$ cat src/sv/iirdf2_pkg.sv
// ----------------------------------------------------------------------------
// iirdf2_pkg
// Shared widths, register map and multiply-accumulate control codes for the
// direct-form-II IIR filter.
// ----------------------------------------------------------------------------
package iirdf2_pkg;

    // block sizing
    localparam int CHANNELS    = 2;
    localparam int MAX_ORDER   = 3;
    localparam int SAMPLE_BITS = 16;

    // fixed field formats
    localparam int CH_W       = 1;
    localparam int ORDER_W    = 2;
    localparam int COEF_W     = 24;
    localparam int WORD_W     = 40;
    localparam int NUM_FF     = 4;
    localparam int NUM_FB     = 3;
    localparam int COEF_IDX_W = 2;
    localparam int CFG_IDX_W  = 3;
    localparam int TDATA_W    = ((SAMPLE_BITS + 7) / 8) * 8;

    // derived widths
    localparam int TAP_W  = $clog2(MAX_ORDER + 1);
    localparam int LINE_W = (CHANNELS > 1) ? $clog2(CHANNELS) : 1;
    localparam int HALF_W = WORD_W / 2;
    localparam int MUL_W  = COEF_W + HALF_W + 1;
    localparam int PROD_W = COEF_W + WORD_W;
    localparam int ACC_W  = 62;

    // fixed-point shifts
    localparam int PROD_SHIFT = 4;
    localparam int X_SHIFT    = 24;
    localparam int W0_SHIFT   = 16;
    localparam int Y_SHIFT    = 24;

    // configuration register indices
    localparam logic [CFG_IDX_W-1:0] REG_ORDER = 3'd0;
    localparam logic [CFG_IDX_W-1:0] REG_FF0   = 3'd1;
    localparam logic [CFG_IDX_W-1:0] REG_FF1   = 3'd2;
    localparam logic [CFG_IDX_W-1:0] REG_FF2   = 3'd3;
    localparam logic [CFG_IDX_W-1:0] REG_FF3   = 3'd4;
    localparam logic [CFG_IDX_W-1:0] REG_FB1   = 3'd5;
    localparam logic [CFG_IDX_W-1:0] REG_FB2   = 3'd6;
    localparam logic [CFG_IDX_W-1:0] REG_FB3   = 3'd7;

    // multiply-accumulate operations
    localparam logic [2:0] MAC_NOP  = 3'd0;
    localparam logic [2:0] MAC_LOAD = 3'd1;
    localparam logic [2:0] MAC_LO   = 3'd2;
    localparam logic [2:0] MAC_HI   = 3'd3;
    localparam logic [2:0] MAC_SUM  = 3'd4;
    localparam logic [2:0] MAC_ACC  = 3'd5;

    typedef struct packed {
        logic [2:0] op;
        logic       sub;
    } mac_ctrl_t;

endpackage

$ cat src/sv/iirdf2_mac.sv
// ----------------------------------------------------------------------------
// iirdf2_mac
// Shared multiply-accumulate unit: a coefficient times a delay word is built
// from two half-word products, reduced by the product shift and added to or
// subtracted from the accumulator.
// ----------------------------------------------------------------------------
module iirdf2_mac (
    input  logic                                     aclk,
    input  iirdf2_pkg::mac_ctrl_t                    ctrl,
    input  logic signed [iirdf2_pkg::COEF_W-1:0]     coef,
    input  logic signed [iirdf2_pkg::WORD_W-1:0]     word,
    input  logic signed [iirdf2_pkg::ACC_W-1:0]      acc_init,
    output logic signed [iirdf2_pkg::ACC_W-1:0]      acc
);
    import iirdf2_pkg::*;

    logic signed [HALF_W:0]   mul_b;
    logic signed [MUL_W-1:0]  mul_reg;
    logic signed [MUL_W-1:0]  lo_reg;
    logic signed [PROD_W-1:0] prod_reg;
    logic signed [ACC_W-1:0]  acc_reg;
    logic signed [ACC_W-1:0]  term;

    // low half is unsigned, high half carries the sign
    assign mul_b = (ctrl.op == MAC_HI) ? $signed({word[WORD_W-1], word[WORD_W-1:HALF_W]})
                                       : $signed({1'b0, word[HALF_W-1:0]});

    // product reduced to the accumulator scale, floor rounding
    assign term = ACC_W'(prod_reg >>> PROD_SHIFT);

    always_ff @(posedge aclk) begin
        unique case (ctrl.op)
            MAC_LOAD: begin
                acc_reg <= acc_init;
            end
            MAC_LO: begin
                mul_reg <= coef * mul_b;
            end
            MAC_HI: begin
                lo_reg  <= mul_reg;
                mul_reg <= coef * mul_b;
            end
            MAC_SUM: begin
                prod_reg <= (PROD_W'(mul_reg) <<< HALF_W) + PROD_W'(lo_reg);
            end
            MAC_ACC: begin
                acc_reg <= ctrl.sub ? (acc_reg - term) : (acc_reg + term);
            end
            default: begin
            end
        endcase
    end

    assign acc = acc_reg;

endmodule

$ cat src/sv/iir_direct_form_two_filter.sv
// ----------------------------------------------------------------------------
// iir_direct_form_two_filter
// Per-channel direct-form-II IIR filter of order 0 to 3 on one shared
// multiply-accumulate unit.
// ----------------------------------------------------------------------------
// Usage
//   s_ channel: one sample per transaction, tdata = sample, tuser = channel.
//   m_ channel: one filtered sample per input, tuser echoes the channel.
//   cfg channel: register writes (order, numerator and denominator
//   coefficients), always ready; write only while the filter is idle.
// Sequence
//   Each coefficient tap takes four steps on the shared multiplier (two
//   half-word products, a combine and an accumulate). With order N an item
//   runs the N feedback taps, the new delay word, the N+1 feedforward taps,
//   the magnitude step and the rounding step in that order; s_tready stays
//   low until the item is finished, so no new sample is taken meanwhile.
// Reset
//   aresetn (synchronous, active low) clears both delay lines, loads the
//   default coefficients (pass-through) and empties the output register.
// Back-pressure
//   A finished result waits in the output register; the next sample can be
//   taken and processed, and only its final rounding step waits for m_tready.
// ----------------------------------------------------------------------------
module iir_direct_form_two_filter (
    input  logic                                   aclk,
    input  logic                                   aresetn,
    // input samples
    input  logic                                   s_tvalid,
    output logic                                   s_tready,
    input  logic [iirdf2_pkg::TDATA_W-1:0]         s_tdata,   // sample_in
    input  logic [iirdf2_pkg::CH_W-1:0]            s_tuser,   // channel
    // filtered samples
    output logic                                   m_tvalid,
    input  logic                                   m_tready,
    output logic [iirdf2_pkg::TDATA_W-1:0]         m_tdata,   // sample_out
    output logic [iirdf2_pkg::CH_W-1:0]            m_tuser,   // channel_out
    // configuration writes
    input  logic                                   cfg_valid,
    output logic                                   cfg_ready,
    input  logic [iirdf2_pkg::CFG_IDX_W-1:0]       cfg_index,
    input  logic [iirdf2_pkg::COEF_W-1:0]          cfg_data
);
    import iirdf2_pkg::*;

    localparam logic [2:0] ST_IDLE = 3'd0;
    localparam logic [2:0] ST_LO   = 3'd1;
    localparam logic [2:0] ST_HI   = 3'd2;
    localparam logic [2:0] ST_SUM  = 3'd3;
    localparam logic [2:0] ST_ACC  = 3'd4;
    localparam logic [2:0] ST_W0   = 3'd5;
    localparam logic [2:0] ST_ABS  = 3'd6;
    localparam logic [2:0] ST_RND  = 3'd7;

    localparam logic signed [ACC_W-1:0] WORD_MAX_A =
        {{(ACC_W-WORD_W+1){1'b0}}, {(WORD_W-1){1'b1}}};
    localparam logic signed [ACC_W-1:0] WORD_MIN_A = ~WORD_MAX_A;
    localparam logic [ACC_W-1:0] Y_LIM = ACC_W'((64'd1 << (SAMPLE_BITS-1)) - 64'd1);
    localparam logic [COEF_W-1:0] FF0_RESET = COEF_W'(1048576);

    // configuration registers
    logic [ORDER_W-1:0]       order_reg;
    logic signed [COEF_W-1:0] ff_reg  [NUM_FF];
    logic signed [COEF_W-1:0] fbk_reg [NUM_FB];

    // delay lines
    logic signed [WORD_W-1:0] line_reg [CHANNELS][MAX_ORDER];
    logic signed [WORD_W-1:0] tap_reg  [MAX_ORDER+1];

    // sequencer
    logic [2:0]        state_reg, state_next;
    logic [TAP_W-1:0]  k_reg;
    logic [TAP_W-1:0]  ord_reg;
    logic              fb_phase_reg;
    logic [CH_W-1:0]   ch_reg;
    logic [LINE_W-1:0] line_sel_reg;
    logic              neg_reg;
    logic [ACC_W-1:0]  mag_reg;

    // output register
    logic               m_tvalid_reg;
    logic [TDATA_W-1:0] m_tdata_reg;
    logic [CH_W-1:0]    m_tuser_reg;

    logic                     in_acc;
    logic                     out_free;
    logic [LINE_W-1:0]        line_sel;
    logic [TAP_W-1:0]         ord_sat;
    mac_ctrl_t                mac_ctrl;
    logic signed [COEF_W-1:0] mac_coef;
    logic signed [WORD_W-1:0] mac_word;
    logic signed [ACC_W-1:0]  mac_init;
    logic signed [ACC_W-1:0]  acc;
    logic signed [ACC_W-1:0]  x_ext;
    logic signed [ACC_W-1:0]  w0_rnd;
    logic signed [ACC_W-1:0]  w0_sh;
    logic signed [WORD_W-1:0] w0_sat;
    logic [ACC_W-1:0]         y_rnd;
    logic [SAMPLE_BITS-1:0]   y_mag;
    logic [SAMPLE_BITS-1:0]   y_val;

    assign s_tready  = (state_reg == ST_IDLE);
    assign cfg_ready = 1'b1;
    assign in_acc    = s_tvalid && s_tready;
    assign out_free  = !m_tvalid_reg || m_tready;

    // out-of-range channel and order saturate
    assign line_sel = (int'(s_tuser) >= CHANNELS) ? LINE_W'(CHANNELS - 1) : LINE_W'(s_tuser);
    assign ord_sat  = (int'(order_reg) > MAX_ORDER) ? TAP_W'(MAX_ORDER) : TAP_W'(order_reg);

    // input sample scaled to the accumulator format
    assign x_ext = ACC_W'($signed(s_tdata[SAMPLE_BITS-1:0])) <<< X_SHIFT;

    // new delay word: round to Q.8 and saturate
    assign w0_rnd = acc + (ACC_W'(1) <<< (W0_SHIFT - 1));
    assign w0_sh  = w0_rnd >>> W0_SHIFT;
    always_comb begin
        priority if (w0_sh > WORD_MAX_A) begin
            w0_sat = WORD_W'(WORD_MAX_A);
        end else if (w0_sh < WORD_MIN_A) begin
            w0_sat = WORD_W'(WORD_MIN_A);
        end else begin
            w0_sat = WORD_W'(w0_sh);
        end
    end

    // output: round magnitude half up, clamp symmetrically, restore sign
    assign y_rnd = (mag_reg + (ACC_W'(1) << (Y_SHIFT - 1))) >> Y_SHIFT;
    assign y_mag = (y_rnd > Y_LIM) ? SAMPLE_BITS'(Y_LIM) : SAMPLE_BITS'(y_rnd);
    assign y_val = neg_reg ? (~y_mag + SAMPLE_BITS'(1)) : y_mag;

    // operand selection for the shared unit
    assign mac_coef = fb_phase_reg ? fbk_reg[COEF_IDX_W'(k_reg) - COEF_IDX_W'(1)]
                                   : ff_reg[COEF_IDX_W'(k_reg)];
    assign mac_word = tap_reg[k_reg];
    assign mac_init = (state_reg == ST_W0) ? '0 : x_ext;

    always_comb begin
        mac_ctrl.sub = fb_phase_reg;
        unique case (state_reg)
            ST_IDLE: mac_ctrl.op = in_acc ? MAC_LOAD : MAC_NOP;
            ST_LO:   mac_ctrl.op = MAC_LO;
            ST_HI:   mac_ctrl.op = MAC_HI;
            ST_SUM:  mac_ctrl.op = MAC_SUM;
            ST_ACC:  mac_ctrl.op = MAC_ACC;
            ST_W0:   mac_ctrl.op = MAC_LOAD;
            default: mac_ctrl.op = MAC_NOP;
        endcase
    end

    iirdf2_mac u_mac (
        .aclk     (aclk),
        .ctrl     (mac_ctrl),
        .coef     (mac_coef),
        .word     (mac_word),
        .acc_init (mac_init),
        .acc      (acc)
    );

    // sequencer next state
    always_comb begin
        state_next = state_reg;
        unique case (state_reg)
            ST_IDLE: begin
                if (in_acc) begin
                    state_next = (ord_sat == '0) ? ST_W0 : ST_LO;
                end
            end
            ST_LO:  state_next = ST_HI;
            ST_HI:  state_next = ST_SUM;
            ST_SUM: state_next = ST_ACC;
            ST_ACC: begin
                if (k_reg == ord_reg) begin
                    state_next = fb_phase_reg ? ST_W0 : ST_ABS;
                end else begin
                    state_next = ST_LO;
                end
            end
            ST_W0:  state_next = ST_LO;
            ST_ABS: state_next = ST_RND;
            ST_RND: begin
                if (out_free) begin
                    state_next = ST_IDLE;
                end
            end
            default: state_next = ST_IDLE;
        endcase
    end

    // control registers
    always_ff @(posedge aclk) begin
        if (!aresetn) begin
            state_reg    <= ST_IDLE;
            m_tvalid_reg <= 1'b0;
        end else begin
            state_reg <= state_next;
            if (state_reg == ST_RND && out_free) begin
                m_tvalid_reg <= 1'b1;
            end else if (m_tready) begin
                m_tvalid_reg <= 1'b0;
            end
        end
    end

    // configuration writes
    always_ff @(posedge aclk) begin
        if (!aresetn) begin
            order_reg <= '0;
            ff_reg[0] <= FF0_RESET;
            for (int i = 1; i < NUM_FF; i++) begin
                ff_reg[i] <= '0;
            end
            for (int i = 0; i < NUM_FB; i++) begin
                fbk_reg[i] <= '0;
            end
        end else if (cfg_valid && cfg_ready) begin
            unique case (cfg_index)
                REG_ORDER: order_reg  <= cfg_data[ORDER_W-1:0];
                REG_FF0:   ff_reg[0]  <= cfg_data;
                REG_FF1:   ff_reg[1]  <= cfg_data;
                REG_FF2:   ff_reg[2]  <= cfg_data;
                REG_FF3:   ff_reg[3]  <= cfg_data;
                REG_FB1:   fbk_reg[0] <= cfg_data;
                REG_FB2:   fbk_reg[1] <= cfg_data;
                REG_FB3:   fbk_reg[2] <= cfg_data;
            endcase
        end
    end

    // delay lines: cleared at reset, shifted once the new word is known
    always_ff @(posedge aclk) begin
        if (!aresetn) begin
            for (int c = 0; c < CHANNELS; c++) begin
                for (int j = 0; j < MAX_ORDER; j++) begin
                    line_reg[c][j] <= '0;
                end
            end
        end else if (state_reg == ST_W0) begin
            line_reg[line_sel_reg][0] <= w0_sat;
            for (int j = 1; j < MAX_ORDER; j++) begin
                line_reg[line_sel_reg][j] <= tap_reg[j];
            end
        end
    end

    // per-item working registers
    always_ff @(posedge aclk) begin
        unique case (state_reg)
            ST_IDLE: begin
                if (in_acc) begin
                    ch_reg       <= s_tuser;
                    line_sel_reg <= line_sel;
                    ord_reg      <= ord_sat;
                    k_reg        <= TAP_W'(1);
                    fb_phase_reg <= 1'b1;
                    for (int j = 1; j <= MAX_ORDER; j++) begin
                        tap_reg[j] <= line_reg[line_sel][j-1];
                    end
                end
            end
            ST_ACC: begin
                if (k_reg != ord_reg) begin
                    k_reg <= k_reg + TAP_W'(1);
                end
            end
            ST_W0: begin
                tap_reg[0]   <= w0_sat;
                k_reg        <= '0;
                fb_phase_reg <= 1'b0;
            end
            ST_ABS: begin
                neg_reg <= acc[ACC_W-1];
                mag_reg <= acc[ACC_W-1] ? ACC_W'(-acc) : ACC_W'(acc);
            end
            ST_RND: begin
                if (out_free) begin
                    m_tdata_reg <= TDATA_W'(y_val);
                    m_tuser_reg <= ch_reg;
                end
            end
            default: begin
            end
        endcase
    end

    assign m_tvalid = m_tvalid_reg;
    assign m_tdata  = m_tdata_reg;
    assign m_tuser  = m_tuser_reg;

`ifndef SYNTHESIS
    // an accepted sample keeps the input closed for the following cycle
    a_busy_after_accept: assert property (@(posedge aclk) disable iff (!aresetn)
        (s_tvalid && s_tready) |=> !s_tready)
        else $error("input ready directly after an accepted transaction");

    // tap counter stays within the order, feedback never uses tap zero
    a_tap_range: assert property (@(posedge aclk) disable iff (!aresetn)
        (state_reg == ST_LO || state_reg == ST_HI || state_reg == ST_SUM ||
         state_reg == ST_ACC) |-> ((k_reg <= ord_reg) && !(fb_phase_reg && k_reg == '0)))
        else $error("tap counter out of range");

    // a new result only comes out of the rounding step
    a_out_source: assert property (@(posedge aclk) disable iff (!aresetn)
        $rose(m_tvalid) |-> $past(state_reg == ST_RND))
        else $error("output valid raised outside the rounding step");
`endif

endmodule
$ cat config.mk
export PLATFORM = sky130hd
export DESIGN_NAME = iir_direct_form_two_filter
export DESIGN_NICKNAME = d
export VERILOG_FILES = /design/src/sv/iirdf2_pkg.sv /design/src/sv/iirdf2_mac.sv /design/src/sv/iir_direct_form_two_filter.sv
export SDC_FILE = /design/constraint.sdc
export NUM_CORES = 2
export LEC_CHECK = 0
export ABC_AREA = 1
export BUFFER_PORTS_ARGS = -buffer_cell sky130_fd_sc_hd__buf_4
export CAP_MARGIN = 10
export CELL_PAD_IN_SITES_DETAIL_PLACEMENT = 1
export CELL_PAD_IN_SITES_GLOBAL_PLACEMENT = 1
export CORE_MARGIN = 4
export CORE_UTILIZATION = 55
export DETAILED_ROUTE_END_ITERATION = 16
export GPL_TIMING_DRIVEN = 0
export PLACE_DENSITY_LB_ADDON = 0.1
export SYNTH_ARGS = -nofsm -noshare
export SYNTH_HDL_FRONTEND = slang
export SYNTH_SLANG_ARGS = --single-unit
$ cat constraint.sdc
create_clock -name aclk -period 20.4 [get_ports aclk]
set_input_delay 3.06 -clock aclk [delete_from_list [all_inputs] [get_ports aclk]]
set_output_delay 3.06 -clock aclk [all_outputs]
set_load 0.02 [all_outputs]
==> Word-level counts from Yosys, hierarchy flattened <==
Memories as Yosys holds them, arrays and structs flattened. A register that Yosys moved wholly into a read port is not among the register bits.
Cells that the tools add are included.
{ "classes": {"mux": 76, "n_addsub": 9, "reduce_logical": 20, "n_mul": 1, "n_lt_le_gt_ge": 3, "shift": 0, "bitwise_logic": 8, "n_eq_ne": 24, "div_mod_pow": 0} }
{ "op_table": {"columns": ["operator", "count"], "rows": [
  ["$mux W24", 8],
  ["$mux W62", 2],
  ["$pmux W62 S2", 1],
  ["$mux W120", 1],
  ["$mux W40", 3],
  ["$reduce_or A120 Y1", 1],
  ["$add A64 B45 Y64", 1],
  ["$add A62 B17 Y62 const B", 1],
  ["$add A62 B24 Y62 const B", 1],
  ["$add A62 B60 Y62", 1],
  ["$neg A62 Y62", 1],
  ["$sub A62 B60 Y62", 1],
  ["$mux W61", 1],
  ["$gt A46 B40 Y1 const B", 1],
  ["$lt A46 B40 Y1 const B", 1],
  ["$mul A24 B21 Y45", 1],
  ["$mux W1", 43],
  ["$reduce_or A40 Y1", 1],
  ["$gt A38 B15 Y1 const B", 1],
  ["$mux W16", 2],
  ["$eq A3 B3 Y1 const B", 10],
  ["$pmux W3 S8", 1],
  ["$mux W21", 1],
  ["$eq A3 B2 Y1 const B", 6],
  ["other kinds (25)", 50]
]} }
{ "totals": {"word_cells": 161, "memories": 4, "mem_bits_ro": 0, "output_inout_bits": 20, "latchBits": 0, "ramBits": 568, "input_bits": 49, "ff_bits": 308} }
{ "memory_table": {"columns": ["name", "depth", "word_bits", "read_ports", "rd_ports_with_merged_regs", "write_ports", "line_no", "rtl"], "rows": [
  ["line_reg", 2, 120, 1, 0, 2, "iir_direct_form_two_filter.sv:66", "logic signed [WORD_W-1:0] line_reg [CHANNELS][MAX_ORDER];"],
  ["tap_reg", 4, 40, 3, 1, 3, "iir_direct_form_two_filter.sv:67", "logic signed [WORD_W-1:0] tap_reg [MAX_ORDER+1];"],
  ["ff_reg", 4, 24, 1, 1, 4, "iir_direct_form_two_filter.sv:62", "logic signed [COEF_W-1:0] ff_reg [NUM_FF];"],
  ["fbk_reg", 3, 24, 1, 0, 3, "iir_direct_form_two_filter.sv:63", "logic signed [COEF_W-1:0] fbk_reg [NUM_FB];"]
]} }

==> Depth between registers and ports, before layout <==
{ "logic_depth": {"depth_word": 7, "depth_mapped": 40, "depth_no_buf": 37} }

==> Modules after synthesis <==
Synthesis repeated with hierarchy kept, for this count alone.
{ "unflattened": {"cells_unflattened": 7847, "hier_area_um2": 67279.5} }
{ "by_module_without_submodules": {"columns": ["mod", "seq_area_each_um2", "area_each_um2", "cells_each", "instances"], "rows": [
  ["iirdf2_mac", 6246.0, 36767.8, 4941, 1],
  ["iir_direct_form_two_filter", 19108.3, 30511.8, 2906, 1]
]} }

==> Least setup slack after synthesis <==
OpenSTA, ideal clock, no wires.
{ "synth_path": {"kind": "input port to flip-flop", "start": "input s_tvalid", "end": "register u_mac.acc_reg[0], in the netlist u_mac.acc[0], enable pin", "setup_time_ps": 421, "slack_ps": 9669, "arrival_ps": 10309, "required_time_ps": 19979, "cell_stages": 4, "path_buffers": 0, "cell_sequence": "inv_1 nor2_1 inv_1 nand2_1"} }
{ "synth_between": {"elab_chain_len": 5, "word_cells_on_any_way": 6, "cone_classes": "2 x eq/ne; 2 x mux; 2 x reduce/logical"} }
{ "synth_lines": {"columns": ["item", "line_no", "rtl"], "rows": [
  ["start, declared", "iir_direct_form_two_filter.sv:28", "input logic s_tvalid,"],
  ["$logic_and A1 B1 Y1 (*)", "iir_direct_form_two_filter.sv:103", "assign in_acc = s_tvalid && s_tready;"],
  ["$mux W1 (*)", "iir_direct_form_two_filter.sv:140", "ST_IDLE: mac_ctrl.op = in_acc ? MAC_LOAD : MAC_NOP;"],
  ["$pmux W3 S6 (*)", "iir_direct_form_two_filter.sv:139", "unique case (state_reg)"],
  ["$eq A3 B1 Y1 / $eq A3 B3 Y1 (equally long branches)", "iirdf2_mac.sv:32", "unique case (ctrl.op)"],
  ["$reduce_bool A2 Y1 (no line) (*)", null, null],
  ["end signal, assigned", "iirdf2_mac.sv:34", "acc_reg <= acc_init;"],
  ["end signal, assigned", "iirdf2_mac.sv:47", "acc_reg <= ctrl.sub ? (acc_reg - term) : (acc_reg + term);"],
  ["end, declared", "iirdf2_mac.sv:21", "logic signed [ACC_W-1:0] acc_reg;"]
]} }
Every way passes the cells marked *; elsewhere a longest branch is shown, timed or not.
A chain may end at the register's enable or synchronous reset.

==> results.json <==
{
  "status": "completed",
  "route.met3.wl_mm": 19.8,
  "layout_common_cells": "1250 x inv_1, 1032 x nand2_1, 911 x nor2_1, 839 x edfxtp_1, 518 x fa_1",
  "min_from": "u_mac.lo_reg[9]",
  "grt_pass1_wl_mm": 352,
  "hp-class": "reg -> reg",
  "fin_util": 0.608,
  "finalWirelength_mm": 234,
  "chipHeight_um": 348,
  "place_worst_setup_slack_ns": 9.08,
  "synth_seq_area_share": 0.400,
  "cts_buffers": 92,
  "syn-instance-count": 6864,
  "fmax_mhz": 85.8,
  "io_pins": 69,
  "met2WireLength_mm": 110,
  "grt_use_total": 0.388,
  "holdPathEnd": "u_mac.prod_reg[9]",
  "place.gp.congestion": 1.00,
  "cpLargestDelayFamily": "adder cells",
  "cts_tree": "built",
  "synth_nets": 7657,
  "setup_tns_ns": 0,
  "drc": 0,
  "nNetsFinal": 7849,
  "dieArea_um2": 121000,
  "htreeDepth": 3,
  "max_slew_margin": 0.109,
  "cts.path.max_buffers": 3,
  "synth_edf_count": 839,
  "largest_reg_flops": 240,
  "synthFlopType": "edfxtp_1",
  "port_buffers": 66,
  "met1_length_mm": 90.8,
  "fin_crit_sh": 0.571,
  "crit_buf_inv": 8,
  "synth-async-reset-ratio": 0,
  "cp-start-kind": "flop",
  "cts-root-buf": "clkbuf_16",
  "arrival_ns": 12.05,
  "ant_nets": 0,
  "cts_sinks": 847,
  "clk_latency_ns": 0.71,
  "grt_max_degree": 63,
  "skew_ns": 0.0750,
  "mappedNetlistArea_um2": 63400,
  "cp_max_fo": 10,
  "holdPathStages": 0,
  "slew_violations": 0,
  "finalHoldViolations": 0,
  "post_cts_resized": 0,
  "critical_path_class": "reg -> reg",
  "cp_slowest_cell": "clkbuf_1",
  "dp.final_hpwl_mm": 185,
  "cp_common_cell": "fa_1",
  "synth_top_area_frac": 0.397,
  "hold_buffers": 0,
  "via_per_inst": 6.06,
  "setup_slack_ns": 8.75,
  "syn_to_final_growth_pct": 9.57,
  "first_iter_violations": 4869,
  "wl_per_cell_um": 27.1,
  "synth.avg_cell_area_um2": 9.24,
  "post-route-min-period_ns": 11.65,
  "overflow": 0,
  "synthTopCellsByArea": "edfxtp_1 40%, fa_1 16%, inv_1 7.4%",
  "rrSetupSlack_ns": 8.75,
  "fp.dieW_um": 348,
  "nFillCells": 13000,
  "max_cap_violations": 0,
  "endpoint_kind": "flop",
  "rsz0062_at_grt": "false",
  "num_vias": 52300,
  "finalSetupViolations": 0,
  "core-area_um2": 114000,
  "drive_gt1_frac": 0.0648,
  "dr.pass1.iters": 6,
  "post_cts_buffers": 0,
  "grt_pass1_vias": 56100,
  "synth_cell_types": 60,
  "synth_area_leader_cell": "edfxtp_1",
  "layout_commonest_cell": "inv_1",
  "yosysWarnings": 0,
  "ys_ff_latch": 847,
  "worstMarginPinSlew_ns": 1.33,
  "required_ns": 20.79,
  "reg2reg_depth": 33,
  "highest_layer": "met5",
  "num_rows": 124,
  "clk_pin_slew_ns": 0.06,
  "antenna_found_initial": 7,
  "worstReg2RegEnd": "u_mac.mul_reg[40]",
  "max_stage_delay_ns": 0.84,
  "start_util": 0.555
}
[worst reg2reg max path: cells and delay by family, from the launching register on]
family / cells / cell delay (ns)
XOR/XNOR: 1 / 0.57
AO/OA/AOI/OAI: 5 / 1.30
flip-flops: 1 / 0.44
adder cells (fa/ha/maj): 8 / 4.15
buffers and inverters: 8 / 2.74
AND/OR/NAND/NOR: 11 / 2.19
[per-layer routing]
metal  vias to the layer above  global-route usage
li1                      22600                   -
met4                         6               0.194
met1                     26500               0.505
met3                       652              0.0704
met2                      2599               0.629
met5                         -                   0
[Yosys cell counts (18+ instances only)]
| library cell | count |
|---|---|
| o221ai_1 | 22 |
| mux2_2 | 121 |
| xor2_1 | 175 |
| fa_1 | 518 |
| a21oi_2 | 20 |
| nor2_1 | 913 |
| a21oi_1 | 397 |
| o21ai_0 | 346 |
| edfxtp_1 | 839 |
| inv_1 | 1250 |
| xnor2_1 | 97 |
| nor3_1 | 165 |
| nand3_1 | 114 |
| o211ai_1 | 18 |
| ha_1 | 226 |
| nand4_1 | 69 |
| clkbuf_1 | 198 |
| a31oi_1 | 54 |
| nor4_1 | 41 |
| nand2_1 | 1037 |
[how the worst max path moves through the flow]
stage,startpoint,endpoint,slack [ns],cells after the start
finish,flop,u_mac.mul_reg[40],8.75,33
global placement,s_tvalid,u_mac.acc[4],3.01,5
detailed placement,flop,u_mac.mul_reg[44],9.08,33
global route,flop,u_mac.mul_reg[44],8.44,33
floorplan,s_tvalid,u_mac.acc[0],9.67,4
CTS,flop,u_mac.mul_reg[40],8.94,33
[per-stage QoR]
step                cells  cell area, um^2  hold WS (ns)
floorplan            6864            63400         0.400
global placement     8442            65800         0.404
detailed placement   8470            66300         0.406
CTS                  8638            69400         0.421
global route         8643            69500         0.443
finish               8643            69500         0.421
[layout make-up]
type                    instances  area [um^2]  share of cell area
repair buffers                 98          976              0.0140
flip-flops and latches        847        25400               0.365
diodes                          1         2.50           0.0000360
plain buffers                 230          943              0.0136
inverters                    1272         4770              0.0687
clock buffers                 113         2380              0.0343
multi-input cells            4515        32400               0.467
clock inverters                55          732              0.0105
well taps                    1512         1890              0.0272
[logic make-up (layout without fill, tap and decap cells)]
logic type	after synthesis	after routing	synth area share
AO/OA/AOI/OAI	972	972	0.0852
XOR/XNOR	272	272	0.0376
adder cells (fa/ha/maj)	744	744	0.208
buffers and inverters	1502	1768	0.0902
flip-flops	847	847	0.400
multiplexers	132	132	0.0232
other	1	2	0.0000591
AND/OR/NAND/NOR	2394	2394	0.156
Power is left out: the tool's default activity adds up to more than one toggle a clock period on the data nets, which glitch-free logic cannot reach.
